## src/lsf_pkg.sv

```systemverilog
// Shared types, constants and channel arithmetic for the LED strip framer.
// No dependencies; imported by every module of the block.
`default_nettype none

package lsf_pkg;

  // command codes on the input channel
  typedef enum logic [1:0] {
    ActBegin = 2'd0,
    ActPixel = 2'd1,
    ActEnd   = 2'd2
  } act_t;

  // configuration register indexes
  typedef enum logic [0:0] {
    CfgBrightness  = 1'b0,
    CfgStripLength = 1'b1
  } cfg_idx_t;

  localparam int MaxLeds     = 1023;
  localparam int LenW        = $clog2(MaxLeds + 1);
  localparam int ResultLimit = 64;
  localparam int CountW      = $clog2(ResultLimit + 1);
  localparam int FrameBytes  = 4;

  localparam logic [7:0] BrightnessReset = 8'd64;
  localparam logic [9:0] StripLengthReset = 10'd0;
  localparam logic [7:0] FillByte = 8'hFF;

  // one job for the serializer: bytes go out msb first, count may be zero
  typedef struct packed {
    logic [31:0]       frame;
    logic [CountW-1:0] count;
  } job_t;

  function automatic logic [7:0] widen5(input logic [4:0] c);
    widen5 = {c, c[4:2]};
  endfunction

  function automatic logic [7:0] widen6(input logic [5:0] c);
    widen6 = {c, c[5:4]};
  endfunction

  // floor(c * b / 255), exact over the whole 8x8 product range
  function automatic logic [7:0] scale(input logic [7:0] c, input logic [7:0] b);
    logic [15:0] prod;
    logic [16:0] sum;
    prod = c * b;
    sum  = {1'b0, prod} + 17'd1 + {9'd0, prod[15:8]};
    scale = sum[15:8];
  endfunction

endpackage

`default_nettype wire

```

## src/lsf_encode.sv

```systemverilog
// Builds the byte job for one registered command: start frame, LED frame or end frame.
// Depends on lsf_pkg.
`default_nettype none

module lsf_encode
  import lsf_pkg::*;
(
  input  logic [1:0] action,
  input  logic [15:0] pixel_value,
  input  logic [7:0] brightness,
  input  logic [9:0] strip_length,
  output job_t       job
);

  logic [LenW-1:0] len;
  logic [LenW:0]   len_round;
  logic [LenW-4:0] end_count;
  logic [7:0]      red;
  logic [7:0]      green;
  logic [7:0]      blue;

  always_comb begin
    len = LenW'(strip_length);
    if (len > LenW'(MaxLeds)) begin
      len = LenW'(MaxLeds);
    end
    len_round = {1'b0, len} + (LenW+1)'(15);
    end_count = len_round[LenW:4];
  end

  assign red   = scale(widen5(pixel_value[15:11]), brightness);
  assign green = scale(widen6(pixel_value[10:5]), brightness);
  assign blue  = scale(widen5(pixel_value[4:0]), brightness);

  always_comb begin
    job.frame = '1;
    job.count = '0;
    unique case (action)
      ActBegin: begin
        job.frame = '0;
        job.count = CountW'(FrameBytes);
      end
      ActPixel: begin
        job.frame = {FillByte, blue, green, red};
        job.count = CountW'(FrameBytes);
      end
      ActEnd: begin
        // end frame is all fill bytes, capped at the per-command limit
        if ({1'b0, end_count} > (LenW-2)'(ResultLimit)) begin
          job.count = CountW'(ResultLimit);
        end else begin
          job.count = CountW'(end_count);
        end
      end
      default: begin
        job.count = '0;
      end
    endcase
  end

endmodule

`default_nettype wire

```

## src/lsf_serializer.sv

```systemverilog
// Job and output registers: sends one job byte per cycle unless out_ready stalls.
// Depends on lsf_pkg.
`default_nettype none

module lsf_serializer
  import lsf_pkg::*;
(
  input  logic       clk,
  input  logic       rst,
  input  logic       job_valid,
  input  job_t       job,
  output logic       job_take,
  output logic       busy,
  output logic       out_valid,
  input  logic       out_ready,
  output logic [7:0] data_byte,
  output logic       last_byte
);

  logic [31:0]       shifter;
  logic [CountW-1:0] left;
  logic              out_free;
  logic              emit;
  logic              final_emit;

  assign out_free   = !out_valid || out_ready;
  assign emit       = busy && out_free;
  assign final_emit = emit && (left == CountW'(1));
  // a new job loads as soon as the last byte of the current one moves out
  assign job_take   = job_valid && (!busy || final_emit);

  always_ff @(posedge clk) begin
    if (rst) begin
      busy <= 1'b0;
    end else if (job_take) begin
      busy <= (job.count != '0);
    end else if (final_emit) begin
      busy <= 1'b0;
    end
  end

  always_ff @(posedge clk) begin
    if (job_take) begin
      shifter <= job.frame;
      left    <= job.count;
    end else if (emit) begin
      shifter <= {shifter[23:0], FillByte};
      left    <= left - CountW'(1);
    end
  end

  always_ff @(posedge clk) begin
    if (rst) begin
      out_valid <= 1'b0;
    end else if (out_free) begin
      out_valid <= emit;
    end
  end

  always_ff @(posedge clk) begin
    if (emit) begin
      data_byte <= shifter[31:24];
      last_byte <= (left == CountW'(1));
    end
  end

endmodule

`default_nettype wire

```

## src/rgb565_led_strip_framer_top.sv

```systemverilog
// Top level of the RGB565 LED strip framer: config registers, command register, serializer.
// Depends on lsf_pkg, lsf_encode and lsf_serializer.
//
// Usage:
//   in channel (in_valid/in_ready, action, pixel_value): one command per transfer.
//     begin sends four zero bytes, pixel sends 0xFF, blue, green, red scaled by
//     brightness, end sends ceil(strip_length/16) bytes of 0xFF (none when zero).
//     Unused action code 3 is dropped without output.
//   out channel (out_valid/out_ready, data_byte, last_byte): one byte per transfer,
//     last_byte marks the final byte of a command.
//   cfg channel (cfg_valid/cfg_ready, cfg_index, cfg_data): index 0 brightness,
//     index 1 strip length; always ready, write only while the block is idle.
// Path: the first byte of a command passes the command, job and output registers.
// Throughput: one output byte per cycle while the receiver keeps out_ready high; the
//   serializer sets the rate. The next command is held in
//   the command register and loads in the cycle its predecessor's last byte
//   moves out, so byte streams of successive commands run back to back.
// Reset: brightness 64, strip length 0, all channels empty.
// A stalled receiver holds the output byte; the serializer and then the
//   command register fill, after which in_ready drops.
`default_nettype none

module rgb565_led_strip_framer_top
  import lsf_pkg::*;
(
  input  logic        clk,
  input  logic        rst,
  input  logic        in_valid,
  output logic        in_ready,
  input  logic [1:0]  action,
  input  logic [15:0] pixel_value,
  output logic        out_valid,
  input  logic        out_ready,
  output logic [7:0]  data_byte,
  output logic        last_byte,
  input  logic        cfg_valid,
  output logic        cfg_ready,
  input  logic [0:0]  cfg_index,
  input  logic [9:0]  cfg_data
);

  logic [7:0]  brightness;
  logic [9:0]  strip_length;
  logic        in_full;
  logic [1:0]  cmd_action;
  logic [15:0] cmd_pixel;
  logic        job_take;
  logic        busy;
  logic        in_fire;
  job_t        job;

  assign cfg_ready = 1'b1;

  always_ff @(posedge clk) begin
    if (rst) begin
      brightness   <= BrightnessReset;
      strip_length <= StripLengthReset;
    end else if (cfg_valid && cfg_ready) begin
      unique case (cfg_index)
        CfgBrightness:  brightness <= cfg_data[7:0];
        CfgStripLength: strip_length <= cfg_data;
        default: ;
      endcase
    end
  end

  assign in_ready = !in_full || job_take;
  assign in_fire  = in_valid && in_ready;

  always_ff @(posedge clk) begin
    if (rst) begin
      in_full <= 1'b0;
    end else if (in_fire) begin
      in_full <= 1'b1;
    end else if (job_take) begin
      in_full <= 1'b0;
    end
  end

  always_ff @(posedge clk) begin
    if (in_fire) begin
      cmd_action <= action;
      cmd_pixel  <= pixel_value;
    end
  end

  lsf_encode u_encode (
    .action       (cmd_action),
    .pixel_value  (cmd_pixel),
    .brightness   (brightness),
    .strip_length (strip_length),
    .job          (job)
  );

  lsf_serializer u_serializer (
    .clk       (clk),
    .rst       (rst),
    .job_valid (in_full),
    .job       (job),
    .job_take  (job_take),
    .busy      (busy),
    .out_valid (out_valid),
    .out_ready (out_ready),
    .data_byte (data_byte),
    .last_byte (last_byte)
  );

  // a byte that is not the last of its command is always followed at once
  a_no_gap: assert property (@(posedge clk) disable iff (rst)
    out_valid && out_ready && !last_byte |=> out_valid)
    else $error("byte stream gap inside a command");

  // a waiting command stays put until the serializer takes it
  a_cmd_hold: assert property (@(posedge clk) disable iff (rst)
    in_full && !job_take |=> in_full && $stable(cmd_action) && $stable(cmd_pixel))
    else $error("pending command lost or changed");

  // a transferred command always lands in the command register
  a_cmd_capture: assert property (@(posedge clk) disable iff (rst)
    in_fire |=> in_full && cmd_action == $past(action))
    else $error("command not captured");

  // output register only fills while the serializer has work
  a_out_source: assert property (@(posedge clk) disable iff (rst)
    !busy && (!out_valid || out_ready) |=> !out_valid)
    else $error("output byte without an active job");

endmodule

`default_nettype wire

```

## config.mk

```make
export PLATFORM = sky130hd
export DESIGN_NAME = rgb565_led_strip_framer_top
export DESIGN_NICKNAME = d
export VERILOG_FILES = /design/src/lsf_pkg.sv /design/src/lsf_encode.sv /design/src/lsf_serializer.sv /design/src/rgb565_led_strip_framer_top.sv
export SDC_FILE = /design/constraint.sdc
export NUM_CORES = 1
export LEC_CHECK = 0
export BUFFER_PORTS_ARGS = -buffer_cell sky130_fd_sc_hd__buf_2
export CAP_MARGIN = 20
export CORE_UTILIZATION = 55
export DETAILED_ROUTE_END_ITERATION = 7
export GPL_TIMING_DRIVEN = 1
export PLACE_DENSITY = 0.71
export SLEW_MARGIN = 20
export SYNTH_ARGS = -nofsm -noshare
export SYNTH_HDL_FRONTEND = slang
export SYNTH_HIERARCHICAL = 1
export SYNTH_SLANG_ARGS = --single-unit
```

## constraint.sdc

```tcl
create_clock -name clk -period 9.04 [get_ports clk]
set_input_delay 0.452 -clock clk [delete_from_list [all_inputs] [get_ports clk]]
set_output_delay 0.452 -clock clk [all_outputs]
set_load 0.03 [all_outputs]
```

---- Word level (Yosys, flattened, before mapping) ----
Cells that the tools add are included.
W data, S select, Z words.
operators by class
  $add $sub $neg .......................... 8
  equality and inequality tests ........... 3
  muxes and demuxes ....................... 12
  order comparisons ....................... 2
  multipliers ............................. 3
  reduce and logical (&&, ||, !) cells .... 18
  bitwise gates (word level) .............. 1
operators with widths
  kind                     number
  $mux W32                 2
  $pmux W32 S2             1
  $add A16 B1 Y16 const B  3
  $add A16 B8 Y16          3
  $mul A8 B8 Y16           3
  $mux W7                  3
  $pmux W7 S2              1
  $add A10 B4 Y11 const B  1
  $gt A10 B10 Y1 const B   1
  $mux W10                 1
  $eq A7 B1 Y1 const B     1
  $gt A7 B7 Y1 const B     1
  $reduce_bool A7 Y1       1
  $sub A7 B1 Y7 const B    1
  $reduce_bool A2 Y1       3
  $logic_and A1 B1 Y1      4
  $mux W1                  4
  $reduce_and A2 Y1        2
  $logic_not A1 Y1         3
  $logic_or A1 B1 Y1       3
  $eq A2 B1 Y1 const B     1
  $eq A2 B2 Y1 const B     1
  $logic_not A2 Y1         1
  $reduce_or A2 Y1         1
  $not A1 Y1               1
storage, ports and cells
  input bits .............................. 34
  register bits ........................... 87

---- Logic depth before layout (Yosys ltp) ----
  word-level depth ........................ 9
  mapped depth ............................ 26
  gate-level depth less buffers ........... 25

---- Modules after synthesis ----
The synthesis kept the hierarchy.
by module, submodules not included
  module                       instances  seq. area each (µm²)  cells each  area an instance (µm²)
  lsf_encode                   1          0.0                   966         7855.0
  lsf_serializer               1          1481.4                123         2244.7
  rgb565_led_strip_framer_top  1          920.9                 97          1351.3

---- Worst setup path before layout ----
No wires, ideal clock.
  path kind ............................... register to register
  start ................................... register cmd_pixel[9]
  end ..................................... register u_serializer.shifter[12], data pin
  path slack .............................. 2266 ps
  stages on the path, launching flop included .. 24
  data arrival time ....................... 6513 ps
  buffers on the path ..................... 0
  period minus slack after synthesis ...... 6774 ps
  data required time ...................... 8780 ps
  cells stage by stage .................... edfxtp_1 and2_1 fa_1 inv_1 fa_1 inv_1 fa_1 inv_1 fa_1 inv_1 ha_1 a21o_2 a221oi_1 xnor2_1 ha_1 or2_2 a2111oi_0 a211oi_1 o41ai_2 a221oi_1 nor4_4 nor4b_1 a311o_1 mux2_4
RTL lines
  element                 RTL line                           text
  from (decl)             rgb565_led_strip_framer_top.sv:46  logic [15:0] cmd_pixel;
  from (signal assigned)  rgb565_led_strip_framer_top.sv:83  cmd_pixel <= pixel_value;
  to (signal assigned)    lsf_serializer.sv:44               shifter <= job.frame;
  to (signal assigned)    lsf_serializer.sv:47               shifter <= {shifter[23:0], FillByte};
  to (decl)               lsf_serializer.sv:20               logic [31:0] shifter;

==> impl_metrics.toml <==
[status]
status = "completed"

[sta]
max_freq_mhz = 137
setup_viol = 0
slew_headroom_pct = 36.8
setup_tns_ns = 0
period_share_pct = 80.8
worst_pin_slew_ns = 0.933
finalHoldViolCount = 0
hold_slack_ns = 0.271
final_max_slew_viol_count = 0
finalCriticalPeriod_ns = 7.31
worst_slack_ns = 1.73
rsz0062_at_grt = "false"
skew_ns = 0.0183

[critical_path]
cp.required_ns = 9.14
critPathMaxStageDelay_ns = 0.58
criticalPathCategory = "flop to flop"
path_cells = "and2_1 -> fa_1 -> inv_1 -> fa_1 -> inv_1 -> fa_1 -> inv_1 -> fa_1 -> inv_1 -> ha_1 -> a21o_2 -> a211o_1 -> a41o_2 -> xnor2_1 -> inv_1 -> ha_1 -> o41ai_2 -> a221oi_1 -> nor4_4 -> nor4b_1 -> a311o_1 -> mux2_4"
cp.arrival_ns = 7.41
slowest_stage = "o41ai_2"
crit_path_start_kind = "flop"
cp_max_fo = 8
end_kind = "flop"
path_common_cell = "inv_1"

[synth]
syn-cell-area_sq_um = 11500
syn_nets = 1452
synth.avg_cell_area_sq_um = 9.66
ys.flop_type = "edfxtp_1"
synth_warnings = 6
seq_area_frac_synth_pct = 21.0
netlist_instances = 1186
async_flop_share_pct = 0
yosysUniqueCellTypes = 82
synth_edf_count = 66
synth_seq_cells = 87

[clock_network]
cts-hold-fix-buffers = 0
clk_pin_slew_ns = 0.07
h-tree-depth = 3
cts.sink_count = 87
cts_buffers = 9
cts_root_buffer = "clkbuf_16"
clk_path_buf_depth = 2
cts_tree = "done"
postCtsSetupBuffers = 0
worst_skew_pair.late_latency_ns = 0.36
cts_resized = 0

[layout]
layout_common_cells = "inv_1 (198), ha_1 (130), fa_1 (102)"
antenna_cells = 0
nNetsFinal = 1474
area_growth_pct = 5.76
final_common_cell = "inv_1"
layout-drive-gt1-share_pct = 11.8
finalInstanceArea_sq_um = 12100

[routing]
drc = 0
drtPass1Iterations = 5
routed_via_density = 5.69
wl_per_cell_microns = 16.9
drtIter0Drc = 371
ant_nets = 0
wl_microns = 25100
vias = 8438

[placement]
gp_congestion = 0.854
place_worst_setup_slack_ns = 1.77
portBuffers = 44
placed_area_sq_um = 11800
hpwl_microns = 20300

[run]
maxCapViolCount = 0

[die]
core_sq_um = 20300
dieArea_sq_um = 21400
ios = 46
rows = 52
die_h_microns = 146
start_util_pct = 56.4
fp.dieW_microns = 146

[global_routing]
antenna_found_initial = 0
gr-total-overflow = 0
track_usage_pct = 24.3
grt_pass1_vias = 8296
grt_pass1_wl_microns = 41100
grt_max_degree = 41

[pwr]
power_density_nw_per_um2 = 145
ir_drop_mv = 0.0887
p_leak_uw = 0.00587

[worst_hold_path]
hp-class = "input port to flop"
==> cells in the mapped netlist, types with 19 or more instances <==
library cell | n | share of area [%]
inv_1 | 198 | 6.5
ha_1 | 130 | 14
edfxtp_1 | 66 | 17
nand2_1 | 73 | 2.4
or2_2 | 19 | 1.0
mux2i_1 | 19 | 1.7
nor3_1 | 19 | 0.83
nor2_1 | 45 | 1.5
xnor2_1 | 23 | 1.8
mux2_4 | 30 | 3.9
nand3_1 | 27 | 1.2
nand2b_1 | 26 | 1.4
a21oi_1 | 32 | 1.4
dfxtp_1 | 21 | 3.7
fa_1 | 102 | 18
and2_1 | 94 | 5.1
==> kinds of logic after synthesis <==
logic type	Yosys count	share of synthesized area, %
other	1	0.0327
AND/OR/NAND/NOR	358	17.0
flip-flops	87	21.0
adder cells (fa/ha/maj)	232	32.0
buffers and inverters	236	8.59
AO/OA/AOI/OAI	184	12.8
XOR/XNOR	39	3.05
multiplexers	49	5.59
==> metal layers <==
layer | part of all wire, % | wire length, microns | up-vias | track usage (%)
met2 | 50 | 12500 | 184 | 42.2
met4 | 2.6 | 661 | 0 | 8.23
li1 | - | - | 4113 | -
met1 | 43 | 10800 | 4102 | 30.6
met3 | 4.5 | 1140 | 39 | 4.06
met5 | 0 | 0 | - | 0
==> per-stage QoR <==
step | power (uW) | utilization (%) | std cells
2_1_floorplan | 1180 | - | 1186
6_report | 1750 | 59.7 | 1483
3_3_place_gp | 1360 | 58.2 | 1467
4_1_cts | 1760 | 59.7 | 1483
3_5_place_dp | 1380 | 58.2 | 1467
5_1_grt | 1880 | 59.7 | 1483
==> power by group <==
| group | leakage, uW | switching (uW) | internal, uW |
|---|---|---|---|
| clock | 0.000142 | 182 | 195 |
| sequential | 0.000774 | 34.4 | 476 |
| combinational | 0.00495 | 516 | 349 |
| total | 0.00587 | 732 | 1020 |
==> flip-flops by register name (all words and copies together) (netlist names) <==
register	count
u_serializer/busy	1
u_serializer/shifter	32
u_serializer/out_valid	1
in_full	1
u_serializer/last_byte	1
brightness	8
strip_length	10
u_serializer/data_byte	8
cmd_pixel	16
cmd_action	2
u_serializer/left	7
==> worst max-delay path, delay by kind of cell (launching register included) <==
| kind | cells | cell delay, ns |
|---|---|---|
| buf+inv | 5 | 0.39 |
| flops | 1 | 0.50 |
| mux | 1 | 0.26 |
| simple gates | 3 | 0.77 |
| compound gates | 6 | 2.01 |
| xor+xnor | 1 | 0.36 |
| fa+ha+maj | 6 | 2.76 |
==> final timing paths <==
kind / from / endpoint / slack (ns) / cells past startpoint
worst max-delay path: cmd_pixel[9]$_DFFE_PP_ / u_serializer/shifter[12]$_DFFE_PP_ / 1.73 / 22
worst min-delay path: pixel_value[15] / cmd_pixel[15]$_DFFE_PP_ / 0.27 / 1
worst min register to register: u_serializer/shifter[24]$_DFFE_PP_ / u_serializer/data_byte[0]$_DFFE_PP_ / 0.42 / 0
worst max register to register: cmd_pixel[9]$_DFFE_PP_ / u_serializer/shifter[12]$_DFFE_PP_ / 1.73 / 22
==> cell type report <==
type | instances | area, sq um
Fill cell | 1797 | 8190
Multi-Input combinational cell | 863 | 8080
Sequential cell | 87 | 2400
Inverter | 199 | 747
Tap cell | 270 | 338
Timing Repair Buffer | 48 | 250
Clock buffer | 9 | 225
Clock inverter | 7 | 70.1
No activity file was read; power rests on OpenSTA's default activity.
